==> src/design/madt_pkg.sv <==
// Shared types, codes and helpers for the multiple-APIC table parser.
// Depends on nothing; every design file refers to it by scoped names.
package madt_pkg;

  // Header geometry.
  localparam int unsigned HDR_LEN = 44;

  // Entry type codes found in the table.
  localparam logic [7:0] TYPE_PROCESSOR     = 8'd0;
  localparam logic [7:0] TYPE_IOAPIC        = 8'd1;
  localparam logic [7:0] TYPE_OVERRIDE      = 8'd2;
  localparam logic [7:0] TYPE_LAPIC_ADDRESS = 8'd5;

  // Record kinds reported on the output channel.
  localparam logic [2:0] KIND_PROCESSOR = 3'd0;
  localparam logic [2:0] KIND_IOAPIC    = 3'd1;
  localparam logic [2:0] KIND_OVERRIDE  = 3'd2;
  localparam logic [2:0] KIND_DONE      = 3'd3;
  localparam logic [2:0] KIND_MALFORMED = 3'd4;

  // Record queue geometry.
  localparam int unsigned REC_DEPTH = 4;
  localparam int unsigned REC_PTR_W = $clog2(REC_DEPTH);
  localparam int unsigned REC_CNT_W = $clog2(REC_DEPTH + 1);

  typedef struct packed {
    logic [7:0] table_byte;
    logic       first_byte;
  } byte_t;

  typedef struct packed {
    logic [2:0]  record_kind;
    logic [7:0]  ordinal;
    logic [7:0]  first_id;
    logic [7:0]  second_id;
    logic [63:0] address;
    logic [31:0] gsi;
    logic        last_of_run;
  } record_t;

  typedef struct packed {
    logic [31:0] byte_offset;
    logic [31:0] table_length;
    logic [63:0] local_apic_base;
    logic        base_replaced;
    logic [7:0]  entry_offset;
    logic [7:0]  entry_type;
    logic [7:0]  entry_length;
    logic [7:0]  field_a;
    logic [7:0]  field_b;
    logic [63:0] field_address;
    logic [31:0] field_interrupt;
    logic [7:0]  processor_count;
    logic [7:0]  ioapic_total;
    logic [7:0]  override_count;
    logic        halted;
  } parse_state_t;

  // After reset every field but the halt flag is clear and the parser waits for a first byte.
  localparam parse_state_t PARSE_STATE_RESET = '{halted: 1'b1, default: '0};

  function automatic logic [7:0] sat_inc(input logic [7:0] v);
    return (v == 8'hFF) ? 8'hFF : v + 8'd1;
  endfunction

endpackage

==> src/design/madt_step.sv <==
// Next-state and record logic for one table byte of the parser.
// Depends on madt_pkg for the state, byte and record types.
module madt_step (
  input  madt_pkg::parse_state_t st,
  input  madt_pkg::byte_t        data,
  output madt_pkg::parse_state_t st_next,
  output logic [1:0]             rec_count,
  output madt_pkg::record_t      rec0,
  output madt_pkg::record_t      rec1
);

  always_comb begin
    madt_pkg::parse_state_t cur;
    madt_pkg::parse_state_t nx;
    madt_pkg::record_t      ent_rec;
    madt_pkg::record_t      done_rec;
    logic                   ent_hit;
    logic                   malformed;
    logic [31:0]            p;
    logic [7:0]             b;
    logic [7:0]             eo;
    logic [7:0]             ai;

    cur = st;
    if (data.first_byte) begin
      cur = '0;
    end
    nx        = cur;
    b         = data.table_byte;
    p         = cur.byte_offset;
    eo        = cur.entry_offset;
    ai        = eo - 8'd4;
    ent_rec   = '0;
    done_rec  = '0;
    ent_hit   = 1'b0;
    malformed = 1'b0;
    rec_count = 2'd0;
    rec0      = '0;
    rec1      = '0;

    if (!cur.halted) begin
      if (p < madt_pkg::HDR_LEN) begin
        if (p >= 32'd4 && p < 32'd8) begin
          nx.table_length[{p[1:0], 3'b000} +: 8] = b;
        end else if (p >= 32'd36 && p < 32'd40) begin
          nx.local_apic_base[{p[1:0], 3'b000} +: 8] = b;
        end
      end else begin
        if (eo == 8'd0) begin
          nx.entry_type      = b;
          nx.entry_length    = '0;
          nx.field_a         = '0;
          nx.field_b         = '0;
          nx.field_address   = '0;
          nx.field_interrupt = '0;
        end else if (eo == 8'd1) begin
          nx.entry_length = b;
          malformed       = (b < 8'd2);
        end else begin
          if (eo == 8'd2) begin
            nx.field_a = b;
          end else if (eo == 8'd3) begin
            nx.field_b = b;
          end
          if (eo >= 8'd4 && eo < 8'd12) begin
            nx.field_address[{ai[2:0], 3'b000} +: 8] = b;
          end
          if (cur.entry_type == madt_pkg::TYPE_IOAPIC && eo >= 8'd8 && eo < 8'd12) begin
            nx.field_interrupt[{eo[1:0], 3'b000} +: 8] = b;
          end
          if (cur.entry_type == madt_pkg::TYPE_OVERRIDE && eo >= 8'd4 && eo < 8'd8) begin
            nx.field_interrupt[{eo[1:0], 3'b000} +: 8] = b;
          end
        end

        if (!malformed) begin
          if (eo != 8'd0 && ({1'b0, eo} + 9'd1) == {1'b0, nx.entry_length}) begin
            unique case (nx.entry_type)
              madt_pkg::TYPE_PROCESSOR: begin
                ent_hit             = 1'b1;
                ent_rec.record_kind = madt_pkg::KIND_PROCESSOR;
                ent_rec.ordinal     = nx.processor_count;
                ent_rec.first_id    = nx.field_a;
                ent_rec.second_id   = nx.field_b;
                nx.processor_count  = madt_pkg::sat_inc(nx.processor_count);
              end
              madt_pkg::TYPE_IOAPIC: begin
                ent_hit             = 1'b1;
                ent_rec.record_kind = madt_pkg::KIND_IOAPIC;
                ent_rec.ordinal     = nx.ioapic_total;
                ent_rec.first_id    = nx.field_a;
                ent_rec.address     = {32'd0, nx.field_address[31:0]};
                ent_rec.gsi         = nx.field_interrupt;
                nx.ioapic_total     = madt_pkg::sat_inc(nx.ioapic_total);
              end
              madt_pkg::TYPE_OVERRIDE: begin
                ent_hit             = 1'b1;
                ent_rec.record_kind = madt_pkg::KIND_OVERRIDE;
                ent_rec.ordinal     = nx.override_count;
                ent_rec.first_id    = nx.field_b;
                ent_rec.second_id   = nx.field_a;
                ent_rec.gsi         = nx.field_interrupt;
                nx.override_count   = madt_pkg::sat_inc(nx.override_count);
              end
              madt_pkg::TYPE_LAPIC_ADDRESS: begin
                if (!nx.base_replaced) begin
                  nx.local_apic_base = nx.field_address;
                  nx.base_replaced   = 1'b1;
                end
              end
              default: begin
              end
            endcase
            nx.entry_offset = '0;
          end else begin
            nx.entry_offset = eo + 8'd1;
          end
        end
      end

      if (malformed) begin
        // The parse stops here; no done record and no offset advance.
        nx.halted         = 1'b1;
        rec0.record_kind  = madt_pkg::KIND_MALFORMED;
        rec0.first_id     = nx.entry_type;
        rec0.second_id    = b;
        rec0.last_of_run  = 1'b1;
        rec_count         = 2'd1;
      end else begin
        done_rec.record_kind = madt_pkg::KIND_DONE;
        done_rec.ordinal     = nx.override_count;
        done_rec.first_id    = nx.processor_count;
        done_rec.second_id   = nx.ioapic_total;
        done_rec.address     = nx.local_apic_base;
        done_rec.last_of_run = 1'b1;
        if (p >= (madt_pkg::HDR_LEN - 1) &&
            ({1'b0, p} + 33'd1) >= {1'b0, cur.table_length}) begin
          nx.halted = 1'b1;
          if (ent_hit) begin
            rec0      = ent_rec;
            rec1      = done_rec;
            rec_count = 2'd2;
          end else begin
            rec0      = done_rec;
            rec_count = 2'd1;
          end
        end else if (ent_hit) begin
          rec0             = ent_rec;
          rec0.last_of_run = 1'b1;
          rec_count        = 2'd1;
        end
        if (p != 32'hFFFF_FFFF) begin
          nx.byte_offset = p + 32'd1;
        end
      end
    end

    st_next = nx;
  end

endmodule

==> src/design/madt_rec_fifo.sv <==
// Small record queue that takes up to two records per cycle and hands out one.
// Depends on madt_pkg for the record type and queue geometry.
module madt_rec_fifo (
  input  logic              clk,
  input  logic              rst,
  input  logic [1:0]        push_count,
  input  madt_pkg::record_t push_data0,
  input  madt_pkg::record_t push_data1,
  output logic              room,
  output logic              valid,
  input  logic              ready,
  output madt_pkg::record_t data
);

  madt_pkg::record_t                 slots [madt_pkg::REC_DEPTH];
  logic [madt_pkg::REC_PTR_W-1:0]    wr_ptr;
  logic [madt_pkg::REC_PTR_W-1:0]    rd_ptr;
  logic [madt_pkg::REC_CNT_W-1:0]    count;
  logic [madt_pkg::REC_PTR_W-1:0]    wr_ptr_1;
  logic                              pop;

  assign valid    = (count != '0);
  assign data     = slots[rd_ptr];
  assign pop      = valid && ready;
  assign wr_ptr_1 = wr_ptr + 1'b1;
  // Room is kept for the two records that one byte can cause.
  assign room     = (count <= madt_pkg::REC_CNT_W'(madt_pkg::REC_DEPTH - 2));

  always_ff @(posedge clk) begin
    if (push_count != 2'd0) begin
      slots[wr_ptr] <= push_data0;
    end
    if (push_count == 2'd2) begin
      slots[wr_ptr_1] <= push_data1;
    end
  end

  always_ff @(posedge clk) begin
    if (rst) begin
      wr_ptr <= '0;
      rd_ptr <= '0;
      count  <= '0;
    end else begin
      wr_ptr <= wr_ptr + madt_pkg::REC_PTR_W'(push_count);
      if (pop) begin
        rd_ptr <= rd_ptr + 1'b1;
      end
      count <= count + madt_pkg::REC_CNT_W'(push_count)
                     - madt_pkg::REC_CNT_W'(pop);
    end
  end

endmodule

==> src/design/madt_table_parser_core.sv <==
// Top level of the multiple-APIC description table parser.
// Depends on madt_pkg, madt_step and madt_rec_fifo.
//
//   Channel  Direction  Handshake                     Payload
//   byte     in         byte_valid / byte_ready       byte_data   (madt_pkg::byte_t)
//   record   out        record_valid / record_ready   record_data (madt_pkg::record_t)
//
// One table byte is taken per cycle while the record queue has room for its records.
// The record queue holds four entries and takes a byte only while two places are free,
// so a stalled output throttles input after three to four queued records.
// A byte that ends both an entry and the table gives two records, which leave the queue
// one after the other. Reset is synchronous and leaves the parser waiting for a first byte.
module madt_table_parser_core (
  input  logic              clk,
  input  logic              rst,
  input  logic              byte_valid,
  output logic              byte_ready,
  input  madt_pkg::byte_t   byte_data,
  output logic              record_valid,
  input  logic              record_ready,
  output madt_pkg::record_t record_data
);

  madt_pkg::parse_state_t st;
  madt_pkg::parse_state_t st_next;
  madt_pkg::record_t      rec0;
  madt_pkg::record_t      rec1;
  logic [1:0]             rec_count;
  logic                   room;
  logic                   take;

  // A transfer on the byte channel needs room for the worst case of two records.
  assign byte_ready = room;
  assign take       = byte_valid && byte_ready;

  madt_step u_step (
    .st        (st),
    .data      (byte_data),
    .st_next   (st_next),
    .rec_count (rec_count),
    .rec0      (rec0),
    .rec1      (rec1)
  );

  // Parse state advances only on an accepted transfer.
  always_ff @(posedge clk) begin
    if (rst) begin
      st <= madt_pkg::PARSE_STATE_RESET;
    end else if (take) begin
      st <= st_next;
    end
  end

  madt_rec_fifo u_fifo (
    .clk        (clk),
    .rst        (rst),
    .push_count (take ? rec_count : 2'd0),
    .push_data0 (rec0),
    .push_data1 (rec1),
    .room       (room),
    .valid      (record_valid),
    .ready      (record_ready),
    .data       (record_data)
  );

endmodule
==> config.mk <==
export PLATFORM = sky130hd
export DESIGN_NAME = madt_table_parser_core
export DESIGN_NICKNAME = d
export VERILOG_FILES = /design/src/design/madt_pkg.sv /design/src/design/madt_step.sv /design/src/design/madt_rec_fifo.sv /design/src/design/madt_table_parser_core.sv
export SDC_FILE = /design/constraint.sdc
export NUM_CORES = 2
export LEC_CHECK = 0
export ABC_CLOCK_PERIOD_IN_PS = 59800
export BUFFER_PORTS_ARGS = -buffer_cell sky130_fd_sc_hd__buf_2
export CORE_ASPECT_RATIO = 0.9
export CORE_MARGIN = 2
export CORE_UTILIZATION = 25
export DETAILED_ROUTE_END_ITERATION = 10
export HOLD_SLACK_MARGIN = 0.02
export MAX_ROUTING_LAYER = met4
export PLACE_DENSITY = 0.42
export SYNTH_ARGS = -nofsm -noshare
export SYNTH_HDL_FRONTEND = slang
export SYNTH_HIERARCHICAL = 1
export SYNTH_SLANG_ARGS = --single-unit
export TNS_END_PERCENT = 30
==> constraint.sdc <==
create_clock -name clk -period 59.8 [get_ports clk]
set_input_delay 11.96 -clock clk [delete_from_list [all_inputs] [get_ports clk]]
set_output_delay 11.96 -clock clk [all_outputs]
set_load 0.02 [all_outputs]
==> flow_summary.ini <==
[sta]
final.period_utilization_pct = 35.0
total_negative_slack_for_setup_checks_ns = 0
max_slew_violations = 0
rsz0062_at_grt = no
final_setup_violation_count = 0
report.final.hold_viol_count = 0
worstMarginPinSlew_ns = 1.30
largest_clock_skew_in_the_final_design_ns = 0.0395
timing.slew.headroom_pct = 12.9
achievable-frequency_ghz = 0.0478
hold_slack_ns = 0.567
finalCriticalPeriod_ns = 20.91

[grt]
grt_pass1_vias = 37400
grt_pass1_wl_mm = 263
gr-total-overflow = 0
grt_start_max_net_pins = 208
global_router_s_overall_resource_usage_pct = 17.3
antenna_found_initial = 14

[cells_and_area]
nFillCells = 20900
finalInstanceArea_mm2 = 0.0561
final_cell_mix = sky130_fd_sc_hd__nand2_1, sky130_fd_sc_hd__mux2_2, sky130_fd_sc_hd__edfxtp_1, sky130_fd_sc_hd__nand3_1, sky130_fd_sc_hd__a21oi_1
layout.cells.most_common = sky130_fd_sc_hd__nand2_1
finalCoreUtilization_pct = 28.0
final_net_count = 4832
area.growth.synth_to_final_pct = 11.8
drive_above_1_share_pct = 23.7
area.sequential_mm2 = 0.0209
multiInputGateArea_mm2 = 0.0269

[yosys]
synth_edf_count = 496
syn_area_mm2 = 0.0502
synth.top_cell.area_share_pct = 29.7
synthesis.yosys.warnings = 6
post-synth-top-area-cell = sky130_fd_sc_hd__edfxtp_1
ys_dominant_reg_cell = sky130_fd_sc_hd__edfxtp_1
asyncSetResetFlopFracSynth_pct = 0
synth-seq-area-share_pct = 41.6
synthesized_area_divided_by_synthesized_cell_count_um2 = 10.3
postSynthRegisterBits = 795
post_synth_inst_count = 4889
synth_top_cells_by_area = sky130_fd_sc_hd__edfxtp_1, sky130_fd_sc_hd__dfxtp_1, sky130_fd_sc_hd__mux2_2, sky130_fd_sc_hd__mux4_2, sky130_fd_sc_hd__a21bo_1
netlist-cell-type-count = 90

[cts]
cts_hold_buffers = 0
clkLatencyLatePin_ns = 0.75
cts_resized = 0
cts.path.max_buffers = 3
htree_levels = 3
clock_tree_from_tritoncts = yes
clockRootBuffer = sky130_fd_sc_hd__clkbuf_16
post_cts.repair.setup_buffers = 0
cts.reportedPaths.clkPinSlew_ns = 0.06
tritoncts.num_buffers = 101
numClockSinks = 795

[power_and_ir_drop]
power.net_switching_uw = 389
cellPowerDensity_mw_per_mm2 = 24.4
static-leakage-power_uw = 0.0168
ir_drop_v = 0.0000315
switching_share_pct = 28.3
p_int_uw = 983
combPwrFrac_pct = 11.2
sequentialPowerShare_pct = 43.0
post-layout-total-power_uw = 1370
pwr-share-clk_pct = 45.8

[detailed_routing]
post_drt_wl_per_cell_um = 23.5
post_drt_via_cell_ratio = 5.11
drt_pass1_iterations = 5
first_iter_violations = 3159
route.antenna.remaining_nets = 0
num_vias = 38500
drt_wl_total_mm = 177
detail_route.drc_violations = 0

[worst_setup_path]
cp_top_family = simple AND/OR/NAND/NOR gates
crit_required_ns = 60.27
critPathBufInv = 7
timing.critical_path.arrival_ns = 21.38
classification_of_the_worst_setup_path = in2reg
critPathMaxStageDelay_ns = 0.84
setup.worst_path.start_class = input pin
critical_path_peak_fanout = 48
crit_top_cell = sky130_fd_sc_hd__buf_4
critPathSlowestCell = sky130_fd_sc_hd__and4bb_4
crit_path_end_kind = flop

[place]
port-buffer-count = 138
hpwl_mm = 110
gp_congestion = 0.838
placed_cell_area_mm2 = 0.0528

[die]
initial_utilization_pct = 25.1
fp-row-count = 156
boundaryPins = 139
die_y_um = 429
fp.dieArea_mm2 = 0.204
core_area_mm2 = 0.200
floorplan.die.width_um = 476

[min_path]
worst_hold_path_type = reg2reg

[outcome]
status = completed

[run]
drv.max_cap_violation_count = 0
final timing paths:
kind                         endpoint  slack [ns]          from  cells past startpoint
setup / recovery  u_fifo/slots[3][92]       38.89  byte_data[0]                     26
setup reg to reg  u_fifo/slots[3][92]       50.40       st[258]                     24
hold reg to reg                st[98]        0.57        st[98]                      2
hold / removal                 st[98]        0.57        st[98]                      2
cell families (layout without fill, tap and decap cells):
logic type	count (synthesis)	after routing	share of synthesized area (%)
buffers and inverters	518	448	5.40
other	1	37	0.00747
AND/OR/NAND/NOR	1460	1460	13.5
multiplexers	749	749	19.4
flip-flops	795	795	41.6
XOR/XNOR	61	61	1.12
AO/OA/AOI/OAI	1252	1252	17.7
adder cells (fa/ha/maj)	53	53	1.34
power groups by stage:
stage	combinational (uW)	clock, uW	sequential (uW)
final	153	628	590
after global routing	166	664	591
after CTS	155	645	591
after detailed placement	155	0	602
after global placement	153	0	602
after floorplan	128	0	592
flip-flops by register name, summed over array words and instances (netlist names), named ones only:
name	cells
st	290
u_fifo/count	3
u_fifo/rd_ptr	2
u_fifo/slots	496
u_fifo/wr_ptr	2
final cells by class:
| cell class | instances | area share, % |
|---|---|---|
| multi-input cells | 3608 | 48.0 |
| well taps | 2686 | 5.99 |
| clock inverters | 39 | 0.836 |
| repair buffers | 224 | 2.55 |
| flip-flops and latches | 795 | 37.2 |
| clock buffers | 149 | 5.13 |
| inverters | 36 | 0.250 |
| diodes | 4 | 0.0178 |
metrics by stage:
step           setup slack (ns)  cells
3_3_place_gp              38.33   7349
4_1_cts                   38.99   7537
5_1_grt                   38.28   7538
2_1_floorplan             32.38   4921
3_5_place_dp              38.19   7349
6_report                  38.89   7541
routing by layer:
layer | vias up | global-route usage (%) | share of wire [%]
li1 | 18000 | - | -
met1 | 19500 | 23.6 | 47
met2 | 886 | 26.8 | 46
met3 | 185 | 2.86 | 4.9
met4 | 0 | 3.77 | 2.1
met5 | - | - | 0
synth_stat cells, types with 22 or more instances:
| cell type | instances |
|---|---|
| sky130_fd_sc_hd__and3_1 | 24 |
| sky130_fd_sc_hd__a21bo_2 | 37 |
| sky130_fd_sc_hd__dfxtp_1 | 299 |
| sky130_fd_sc_hd__nand3_1 | 377 |
| sky130_fd_sc_hd__a21bo_1 | 253 |
| sky130_fd_sc_hd__a31oi_1 | 37 |
| sky130_fd_sc_hd__nor2_1 | 303 |
| sky130_fd_sc_hd__mux2i_1 | 63 |
| sky130_fd_sc_hd__o21ai_0 | 210 |
| sky130_fd_sc_hd__nor2b_1 | 84 |
| sky130_fd_sc_hd__nand2_1 | 508 |
| sky130_fd_sc_hd__o22ai_1 | 53 |
| sky130_fd_sc_hd__a22oi_1 | 22 |
| sky130_fd_sc_hd__mux2_2 | 502 |
| sky130_fd_sc_hd__a21oi_2 | 61 |
| sky130_fd_sc_hd__mux2_1 | 60 |
| sky130_fd_sc_hd__nor4_1 | 22 |
| sky130_fd_sc_hd__nand4_1 | 26 |
| sky130_fd_sc_hd__clkbuf_1 | 187 |
| sky130_fd_sc_hd__o31ai_1 | 37 |
| sky130_fd_sc_hd__xnor2_1 | 32 |
| sky130_fd_sc_hd__buf_2 | 177 |
| sky130_fd_sc_hd__inv_1 | 35 |
| sky130_fd_sc_hd__mux4_2 | 124 |
| sky130_fd_sc_hd__nor3_1 | 23 |
| sky130_fd_sc_hd__buf_4 | 54 |
| sky130_fd_sc_hd__ha_1 | 52 |
| sky130_fd_sc_hd__xor2_1 | 27 |
| sky130_fd_sc_hd__a21oi_1 | 362 |
| sky130_fd_sc_hd__edfxtp_1 | 496 |
| sky130_fd_sc_hd__buf_6 | 41 |
worst register-to-register path, stage by stage, from the launching register on:
cell	delay, ns
sky130_fd_sc_hd__dfxtp_1	0.39
sky130_fd_sc_hd__nand2_1	0.19
sky130_fd_sc_hd__inv_1	0.23
sky130_fd_sc_hd__ha_1	0.30
sky130_fd_sc_hd__inv_1	0.16
sky130_fd_sc_hd__nor4_1	0.79
sky130_fd_sc_hd__nand3_1	0.28
sky130_fd_sc_hd__nor2b_1	0.29
sky130_fd_sc_hd__nand2_1	0.15
sky130_fd_sc_hd__or4b_2	0.72
sky130_fd_sc_hd__xnor2_1	0.16
sky130_fd_sc_hd__ha_1	0.32
sky130_fd_sc_hd__nand4_1	0.10
sky130_fd_sc_hd__or4_1	0.41
sky130_fd_sc_hd__o21ai_0	0.16
sky130_fd_sc_hd__o21ai_0	0.09
sky130_fd_sc_hd__o21ai_1	0.20
sky130_fd_sc_hd__buf_4	0.29
sky130_fd_sc_hd__ha_1	0.18
sky130_fd_sc_hd__and3_1	0.41
sky130_fd_sc_hd__and3_1	0.41
sky130_fd_sc_hd__and4bb_4	0.84
sky130_fd_sc_hd__buf_4	0.83
sky130_fd_sc_hd__buf_4	0.79
sky130_fd_sc_hd__mux2_2	0.49
No activity file was read; power rests on OpenSTA's default activity.
